`src/sv/sha256sh_pkg.sv`:
```
`timescale 1ns / 1ps
// sha256sh_pkg: shared types, constants and round functions for the SHA-256 stream hasher.
// No dependencies.
package sha256sh_pkg;

	typedef enum logic [2:0] {
		ST_ABSORB,
		ST_PAD,
		ST_ROUND,
		ST_FINAL,
		ST_OUT
	} state_t;

	localparam int unsigned BlockBytes = 64;
	localparam int unsigned LenBytes   = 61;  // byte count saturates at 2^61-1

	localparam logic [7:0] PAD_MARK = 8'h80;
	localparam logic [5:0] LEN_POS  = 6'd56;  // first byte of the bit length field

	localparam logic [31:0] ROUND_K [64] = '{
		32'h428a2f98, 32'h71374491, 32'hb5c0fbcf, 32'he9b5dba5,
		32'h3956c25b, 32'h59f111f1, 32'h923f82a4, 32'hab1c5ed5,
		32'hd807aa98, 32'h12835b01, 32'h243185be, 32'h550c7dc3,
		32'h72be5d74, 32'h80deb1fe, 32'h9bdc06a7, 32'hc19bf174,
		32'he49b69c1, 32'hefbe4786, 32'h0fc19dc6, 32'h240ca1cc,
		32'h2de92c6f, 32'h4a7484aa, 32'h5cb0a9dc, 32'h76f988da,
		32'h983e5152, 32'ha831c66d, 32'hb00327c8, 32'hbf597fc7,
		32'hc6e00bf3, 32'hd5a79147, 32'h06ca6351, 32'h14292967,
		32'h27b70a85, 32'h2e1b2138, 32'h4d2c6dfc, 32'h53380d13,
		32'h650a7354, 32'h766a0abb, 32'h81c2c92e, 32'h92722c85,
		32'ha2bfe8a1, 32'ha81a664b, 32'hc24b8b70, 32'hc76c51a3,
		32'hd192e819, 32'hd6990624, 32'hf40e3585, 32'h106aa070,
		32'h19a4c116, 32'h1e376c08, 32'h2748774c, 32'h34b0bcb5,
		32'h391c0cb3, 32'h4ed8aa4a, 32'h5b9cca4f, 32'h682e6ff3,
		32'h748f82ee, 32'h78a5636f, 32'h84c87814, 32'h8cc70208,
		32'h90befffa, 32'ha4506ceb, 32'hbef9a3f7, 32'hc67178f2
	};

	localparam logic [31:0] INIT_H [8] = '{
		32'h6a09e667, 32'hbb67ae85, 32'h3c6ef372, 32'ha54ff53a,
		32'h510e527f, 32'h9b05688c, 32'h1f83d9ab, 32'h5be0cd19
	};

	function automatic logic [31:0] ror(input logic [31:0] v, input int unsigned s);
		ror = (v >> s) | (v << (32 - s));
	endfunction

	function automatic logic [31:0] bsig0(input logic [31:0] x);
		bsig0 = ror(x, 2) ^ ror(x, 13) ^ ror(x, 22);
	endfunction

	function automatic logic [31:0] bsig1(input logic [31:0] x);
		bsig1 = ror(x, 6) ^ ror(x, 11) ^ ror(x, 25);
	endfunction

	function automatic logic [31:0] ssig0(input logic [31:0] x);
		ssig0 = ror(x, 7) ^ ror(x, 18) ^ (x >> 3);
	endfunction

	function automatic logic [31:0] ssig1(input logic [31:0] x);
		ssig1 = ror(x, 17) ^ ror(x, 19) ^ (x >> 10);
	endfunction

	function automatic logic [31:0] ch(input logic [31:0] x, input logic [31:0] y,
		input logic [31:0] z);
		ch = (x & y) ^ (~x & z);
	endfunction

	function automatic logic [31:0] maj(input logic [31:0] x, input logic [31:0] y,
		input logic [31:0] z);
		maj = (x & y) ^ (x & z) ^ (y & z);
	endfunction

endpackage

```
`src/sv/sha256sh_msg_if.sv`:
```
`timescale 1ns / 1ps
// sha256sh_msg_if: message byte channel (valid/ready plus byte payload).
// No dependencies.
interface sha256sh_msg_if;
	logic       valid;
	logic       ready;
	logic [7:0] data_byte;
	logic       byte_present;
	logic       end_of_message;

	modport source (output valid, data_byte, byte_present, end_of_message, input ready);
	modport sink   (input valid, data_byte, byte_present, end_of_message, output ready);
endinterface

```
`src/sv/sha256sh_dig_if.sv`:
```
`timescale 1ns / 1ps
// sha256sh_dig_if: digest part channel (valid/ready plus 64-bit part payload).
// No dependencies.
interface sha256sh_dig_if;
	logic        valid;
	logic        ready;
	logic [63:0] digest_part;
	logic [1:0]  part_number;
	logic        last_part;
	logic        length_error;

	modport source (output valid, digest_part, part_number, last_part, length_error,
		input ready);
	modport sink   (input valid, digest_part, part_number, last_part, length_error,
		output ready);
endinterface

```
`src/sv/sha256_stream_hasher_unit.sv`:
```
`timescale 1ns / 1ps
// sha256_stream_hasher_unit: SHA-256 over a byte stream, one shared round unit.
// Depends on sha256sh_pkg, sha256sh_msg_if, sha256sh_dig_if.
//
//  channel | dir | payload                                             | handshake
//  --------+-----+-----------------------------------------------------+----------
//  msg     | in  | data_byte[7:0], byte_present, end_of_message        | valid/ready
//  digest  | out | digest_part[63:0], part_number[1:0], last_part,     | valid/ready
//          |     | length_error                                        |
//
// Bytes are taken while absorbing; the 64th byte of a block starts the rounds
// and then the chaining add, with msg.ready low meanwhile.
// End of message: padding bytes are pushed up to the block end, then the
// compression (a second block when the mark lands at byte 56 or later),
// then four digest transfers. digest.ready low simply holds the current part.
// After reset (arst_n low) the chaining words hold the standard initial values.
module sha256_stream_hasher_unit
	import sha256sh_pkg::*;
(
	input logic clk,
	input logic arst_n,
	sha256sh_msg_if.sink   msg,
	sha256sh_dig_if.source digest
);

	state_t state_q, state_d;

	// 512-bit block register: byte shift line while filling, message schedule window
	// (w[t]..w[t+15], w[t] on top) while compressing.
	logic [8*BlockBytes-1:0] blk_q;
	logic [31:0]             h_q [8];
	logic [31:0]             v_q [8];
	logic [5:0]              fill_q;
	logic [5:0]              rnd_q;
	logic [LenBytes-1:0]     len_q;
	logic                    ovf_q;
	logic                    fin_q;
	logic                    mark_q;
	logic                    lenok_q;
	logic [1:0]              part_q;

	logic       push;
	logic [7:0] push_byte;
	logic       take_byte;
	logic       start_cmp;

	logic [63:0] len_bits;
	logic [63:0] len_shift;
	logic [7:0]  pad_byte;

	logic [31:0] w0, w1, w9, w14;
	logic [31:0] w_new, t1, t2;

	assign len_bits  = {len_q, 3'b000};
	assign len_shift = len_bits << {fill_q[2:0], 3'b000};

	always_comb begin
		if (!mark_q) begin
			pad_byte = PAD_MARK;
		end else if (lenok_q && fill_q >= LEN_POS) begin
			pad_byte = len_shift[63:56];
		end else begin
			pad_byte = 8'h00;
		end
	end

	assign w0  = blk_q[511:480];
	assign w1  = blk_q[479:448];
	assign w9  = blk_q[223:192];
	assign w14 = blk_q[63:32];

	assign w_new = ssig1(w14) + w9 + ssig0(w1) + w0;
	assign t1 = v_q[7] + bsig1(v_q[4]) + ch(v_q[4], v_q[5], v_q[6]) + ROUND_K[rnd_q] + w0;
	assign t2 = bsig0(v_q[0]) + maj(v_q[0], v_q[1], v_q[2]);

	always_ff @(posedge clk or negedge arst_n) begin
		if (!arst_n) begin
			state_q <= ST_ABSORB;
		end else begin
			state_q <= state_d;
		end
	end

	always_comb begin
		state_d      = state_q;
		push         = 1'b0;
		push_byte    = msg.data_byte;
		take_byte    = 1'b0;
		start_cmp    = 1'b0;
		msg.ready    = 1'b0;
		digest.valid = 1'b0;
		unique case (state_q)
			ST_ABSORB: begin
				msg.ready = 1'b1;
				if (msg.valid) begin
					if (msg.byte_present) begin
						push      = 1'b1;
						take_byte = 1'b1;
					end
					if (msg.byte_present && fill_q == 6'd63) begin
						start_cmp = 1'b1;
						state_d   = ST_ROUND;
					end else if (msg.end_of_message) begin
						state_d = ST_PAD;
					end
				end
			end
			ST_PAD: begin
				push      = 1'b1;
				push_byte = pad_byte;
				if (fill_q == 6'd63) begin
					start_cmp = 1'b1;
					state_d   = ST_ROUND;
				end
			end
			ST_ROUND: begin
				if (rnd_q == 6'd63) begin
					state_d = ST_FINAL;
				end
			end
			ST_FINAL: begin
				if (!fin_q) begin
					state_d = ST_ABSORB;
				end else if (lenok_q) begin
					state_d = ST_OUT;
				end else begin
					state_d = ST_PAD;
				end
			end
			ST_OUT: begin
				digest.valid = 1'b1;
				if (digest.ready && part_q == 2'd3) begin
					state_d = ST_ABSORB;
				end
			end
			default: begin
				state_d = ST_ABSORB;
			end
		endcase
	end

	// control and chaining state
	always_ff @(posedge clk or negedge arst_n) begin
		if (!arst_n) begin
			fill_q  <= '0;
			rnd_q   <= '0;
			len_q   <= '0;
			ovf_q   <= 1'b0;
			fin_q   <= 1'b0;
			mark_q  <= 1'b0;
			lenok_q <= 1'b0;
			part_q  <= '0;
			for (int i = 0; i < 8; i++) begin
				h_q[i] <= INIT_H[i];
			end
		end else begin
			if (push) begin
				fill_q <= fill_q + 6'd1;
			end
			if (take_byte) begin
				if (&len_q) begin
					ovf_q <= 1'b1;
				end else begin
					len_q <= len_q + {{(LenBytes-1){1'b0}}, 1'b1};
				end
			end
			if (state_q == ST_ABSORB && msg.valid && msg.end_of_message) begin
				fin_q <= 1'b1;
			end
			if (state_q == ST_PAD && !mark_q) begin
				mark_q <= 1'b1;
				if (fill_q < LEN_POS) begin
					lenok_q <= 1'b1;
				end
			end
			// extra block done: the length goes into the next one
			if (state_q == ST_FINAL && fin_q && mark_q) begin
				lenok_q <= 1'b1;
			end
			if (start_cmp) begin
				rnd_q <= '0;
			end else if (state_q == ST_ROUND) begin
				rnd_q <= rnd_q + 6'd1;
			end
			if (state_q == ST_FINAL) begin
				for (int i = 0; i < 8; i++) begin
					h_q[i] <= h_q[i] + v_q[i];
				end
			end
			if (state_q == ST_OUT && digest.ready) begin
				part_q <= part_q + 2'd1;
				if (part_q == 2'd3) begin
					fill_q  <= '0;
					len_q   <= '0;
					ovf_q   <= 1'b0;
					fin_q   <= 1'b0;
					mark_q  <= 1'b0;
					lenok_q <= 1'b0;
					for (int i = 0; i < 8; i++) begin
						h_q[i] <= INIT_H[i];
					end
				end else begin
					// move the next word pair to the top
					for (int i = 0; i < 6; i++) begin
						h_q[i] <= h_q[i+2];
					end
				end
			end
		end
	end

	// block register and working variables
	always_ff @(posedge clk) begin
		if (push) begin
			blk_q <= {blk_q[8*BlockBytes-9:0], push_byte};
		end else if (state_q == ST_ROUND) begin
			blk_q <= {blk_q[8*BlockBytes-33:0], w_new};
		end
		if (start_cmp) begin
			for (int i = 0; i < 8; i++) begin
				v_q[i] <= h_q[i];
			end
		end else if (state_q == ST_ROUND) begin
			v_q[0] <= t1 + t2;
			v_q[1] <= v_q[0];
			v_q[2] <= v_q[1];
			v_q[3] <= v_q[2];
			v_q[4] <= v_q[3] + t1;
			v_q[5] <= v_q[4];
			v_q[6] <= v_q[5];
			v_q[7] <= v_q[6];
		end
	end

	assign digest.digest_part  = {h_q[0], h_q[1]};
	assign digest.part_number  = part_q;
	assign digest.last_part    = (part_q == 2'd3);
	assign digest.length_error = ovf_q;

endmodule

```
`src/flat_wrapper.sv`:
```
// flat-port wrapper written by rule: the top's interface ports become plain ports
module sha256_stream_hasher_unit_flat import sha256sh_pkg::*;
  (clk, arst_n, msg_valid, msg_data_byte, msg_byte_present, msg_end_of_message, msg_ready, digest_valid, digest_digest_part, digest_part_number, digest_last_part, digest_length_error, digest_ready);
  sha256sh_msg_if msg_i ();
  sha256sh_dig_if digest_i ();
  input logic clk;
  input logic arst_n;
  input wire logic [$bits(msg_i.valid)-1:0] msg_valid;
  input wire logic [$bits(msg_i.data_byte)-1:0] msg_data_byte;
  input wire logic [$bits(msg_i.byte_present)-1:0] msg_byte_present;
  input wire logic [$bits(msg_i.end_of_message)-1:0] msg_end_of_message;
  output wire logic [$bits(msg_i.ready)-1:0] msg_ready;
  output wire logic [$bits(digest_i.valid)-1:0] digest_valid;
  output wire logic [$bits(digest_i.digest_part)-1:0] digest_digest_part;
  output wire logic [$bits(digest_i.part_number)-1:0] digest_part_number;
  output wire logic [$bits(digest_i.last_part)-1:0] digest_last_part;
  output wire logic [$bits(digest_i.length_error)-1:0] digest_length_error;
  input wire logic [$bits(digest_i.ready)-1:0] digest_ready;
  assign msg_i.valid = msg_valid;
  assign msg_i.data_byte = msg_data_byte;
  assign msg_i.byte_present = msg_byte_present;
  assign msg_i.end_of_message = msg_end_of_message;
  assign msg_ready = msg_i.ready;
  assign digest_valid = digest_i.valid;
  assign digest_digest_part = digest_i.digest_part;
  assign digest_part_number = digest_i.part_number;
  assign digest_last_part = digest_i.last_part;
  assign digest_length_error = digest_i.length_error;
  assign digest_i.ready = digest_ready;
  sha256_stream_hasher_unit u_core (.clk(clk), .arst_n(arst_n), .msg(msg_i), .digest(digest_i));
endmodule
```
`config.mk`:
```
export PLATFORM = sky130hd
export DESIGN_NAME = sha256_stream_hasher_unit_flat
export DESIGN_NICKNAME = d
export VERILOG_FILES = /design/src/sv/sha256sh_pkg.sv /design/src/sv/sha256sh_msg_if.sv /design/src/sv/sha256sh_dig_if.sv /design/src/sv/sha256_stream_hasher_unit.sv /design/src/flat_wrapper.sv
export SDC_FILE = /design/constraint.sdc
export NUM_CORES = 2
export LEC_CHECK = 0
export BUFFER_PORTS_ARGS = -buffer_cell sky130_fd_sc_hd__buf_2
export CORE_AREA = 4 4 379 381
export CTS_BUF_LIST = sky130_fd_sc_hd__clkbuf_2
export CTS_CLUSTER_SIZE = 8
export DETAILED_ROUTE_END_ITERATION = 16
export DIE_AREA = 0 0 383 385
export PLACE_DENSITY_LB_ADDON = 0.05
export SLEW_MARGIN = 10
export SYNTH_ARGS = -nofsm -noshare
export SYNTH_HDL_FRONTEND = slang
export SYNTH_SLANG_ARGS = --single-unit
export TNS_END_PERCENT = 5
```
`constraint.sdc`:
```
create_clock -name clk -period 16.7 [get_ports clk]
set_clock_uncertainty 0.1 [all_clocks]
set_input_delay 0 -clock clk [delete_from_list [all_inputs] [get_ports clk]]
set_output_delay 0 -clock clk [all_outputs]
set_load 0.02 [all_outputs]
```
==> impl_metrics.toml <==
[run_status]
status = "finished clean"

[final_layout]
final_common_cell = "nand2_1"
fin_nets = 8856
synthToLayoutAreaGrowth_pct = 6.44
mostFrequentLayoutCells = "2,316 x nand2_1, 768 x edfxtp_1, 502 x o21ai_0"
fin_util = 0.572
final-seq-area_um2 = 31700
drive_gt1_frac = 0.115
fillers = 12988
multi_input_area_um2 = 40600

[cts]
clk_pin_slew_ns = 0.11
ctsHoldBuffers = 51
cts_buffers = 326
post_cts_buffers = 0
cts.htree.levels = 5
cts_max_path_buffers = 4
cts_tree = "yes"
cts-root-buf = "clkbuf_2"
cts_sinks = 1106
insertion_delay_ns = 1.79
cts_resized = 0

[place]
routabilityCongestion = 0.975
portBuffers = 83
hpwl_um = 178000

[detailed_routing]
wl_per_cell_um = 23.9
wl_met2_um = 119000
wl_met1_um = 102000
drc = 0
wl_met3_um = 14100
vias = 61874
routed_wl_um = 249000
viasPerCell = 5.95
dr.pass1.iters = 5
drt_iter0_markers = 5633
top_layer_used = "met4"
antenna_left = 0

[logic_synthesis]
syn-num-nets = 8838
yosysTopAreaCell = "edfxtp_1"
synth-seq-area-share = 0.420
synth-edff-count = 768
synth_area_leaders = "edfxtp_1 31%, nand2_1 12%, dfrtp_1 6.7%, ha_1 6.6%, fa_1 5.2%"
ys_seq_elements = 1106
synth.distinct_cells = 90
synthArstFlopShare = 0.306
syn_avg_cell_area_um2 = 9.17
syn_inst = 8232
netlist_area_um2 = 75500
synth_top_area_frac = 0.306
synth_flop_cell = "edfxtp_1"
yosysWarnings = 0

[critical_path]
crit_fanout = 23
cp.arrival_ns = 12.36
slowest_delay_ns = 0.75
start_kind = "flop"
required_ns = 18.09
crit_path_end_kind = "flop"
crit_top_cell = "fa_1"
slowest_stage = "o31ai_1"
path_class = "flop to flop"

[floorplanning]
core.rowCount = 138
die_height_um = 385
core_um2 = 141000
io_pins = 84
start_util = 0.537
die_w_um = 383
die-area_um2 = 147000

[timing]
fmax_ghz = 0.0912
rsz0062_at_grt = "false"
finalSetupViolCount = 0
fin_setup_tns_ns = 0
finalCritPeriodShare = 0.657
period_minus_slack_ns = 10.97
hold_violations = 0
relSlewSlack = 0.184
worst_pin_slew_ns = 1.22
maxSlewViolCount = 0

[grt]
grt_use_total = 0.333
grt_pass1_vias = 61148
grt_pass1_wl_um = 375000
grt-ovfl-total = 0
antenna_found_initial = 2
grt_max_degree = 218

[worst_hold_path]
hold_path_class = "input port to flop"

[run]
cap_violations = 0
## final cells by class
cell class                      count  area share
Antenna cell                       12    0.000374
Clock buffer                      489      0.0305
Clock inverter                     78     0.00609
Inverter                          268      0.0125
Multi-Input combinational cell   6323       0.506
Sequential cell                  1106       0.395
Tap cell                         1890      0.0294
Timing Repair Buffer              225      0.0210
## synthesized netlist by cell type (136+ instances only)
cell      number
fa_1         195
a21oi_1      446
o21ai_0      502
dfstp_2      136
dfrtp_1      202
inv_1        266
xor2_1       232
ha_1         397
nor2_1       354
xnor2_1      393
edfxtp_1     768
nand2_1     2319
clkbuf_1     442
a21o_1       179
## kinds of logic (layout without fill, tap and decap cells)
| group | count (synthesis) | in the layout | share of synthesized area |
|---|---|---|---|
| adder cells (fa/ha/maj) | 616 | 616 | 0.121 |
| AO/OA/AOI/OAI | 1740 | 1740 | 0.145 |
| flip-flops | 1106 | 1106 | 0.420 |
| multiplexers | 150 | 150 | 0.0240 |
| AND/OR/NAND/NOR | 3192 | 3192 | 0.174 |
| XOR/XNOR | 625 | 625 | 0.0725 |
| other | 0 | 12 | 0 |
| buffers and inverters | 803 | 1060 | 0.0432 |
## registers in the layout, indices dropped and copies added, names as in the netlist
name,count
u_core.blk_q,512
u_core.state_q,3
u_core.digest.length_error,1
u_core.digest.digest_part,64
u_core.digest.part_number,2
u_core.len_q,61
u_core.fin_q,1
u_core.rnd_q,6
u_core.mark_q,1
u_core.fill_q,6
u_core.h_q,192
u_core.lenok_q,1
u_core.v_q,256
## final timing paths
path	start	endpoint	slack, ns	cells after the start
worst min-delay path	msg_byte_present	u_core.len_q[3]	0.28	8
worst min register to register	u_core.blk_q[432]	u_core.blk_q[440]	0.32	2
worst max register to register	u_core.rnd_q[0]	u_core.v_q[0][31]	5.73	33
max in group asynchronous	arst_n	u_core.h_q[89]	14.16	8
min in group asynchronous	arst_n	u_core.digest.digest_part[35]	0.35	6
worst max-delay path	u_core.rnd_q[0]	u_core.v_q[0][31]	5.73	33
## critical path: cells and delay by family (launching register included)
family	cells	cell delay (ns)
AOI/OAI and AO/OA	17	4.97
adders and majority gates	7	3.27
and+or+nand+nor	3	0.85
buffers and inverters	3	0.72
xor gates and xnor gates	3	0.57
DFF	1	0.33
## routing by layer
metal	global-route usage	vias to the layer above
met1	0.427	30475
li1	-	28657
met3	0.0478	539
met5	0	-
met2	0.557	2203
met4	0.164	0
## through the flow
stage / std cells / setup WS [ns] / cell area [µm²] / hold slack (ns)
after floorplan: 8232 / 3.24 / 75500 / -0.396
after global placement: 9761 / 5.85 / 76800 / -0.0671
after detailed placement: 9761 / 5.70 / 76800 / -0.0749
after CTS: 10379 / 5.81 / 80300 / 0.00780
after global routing: 10390 / 5.25 / 80300 / 0.120
final: 10391 / 5.73 / 80300 / 0.282
Power is left out: the tool's default activity adds up to more than one toggle a clock period on the data nets, which glitch-free logic cannot reach.
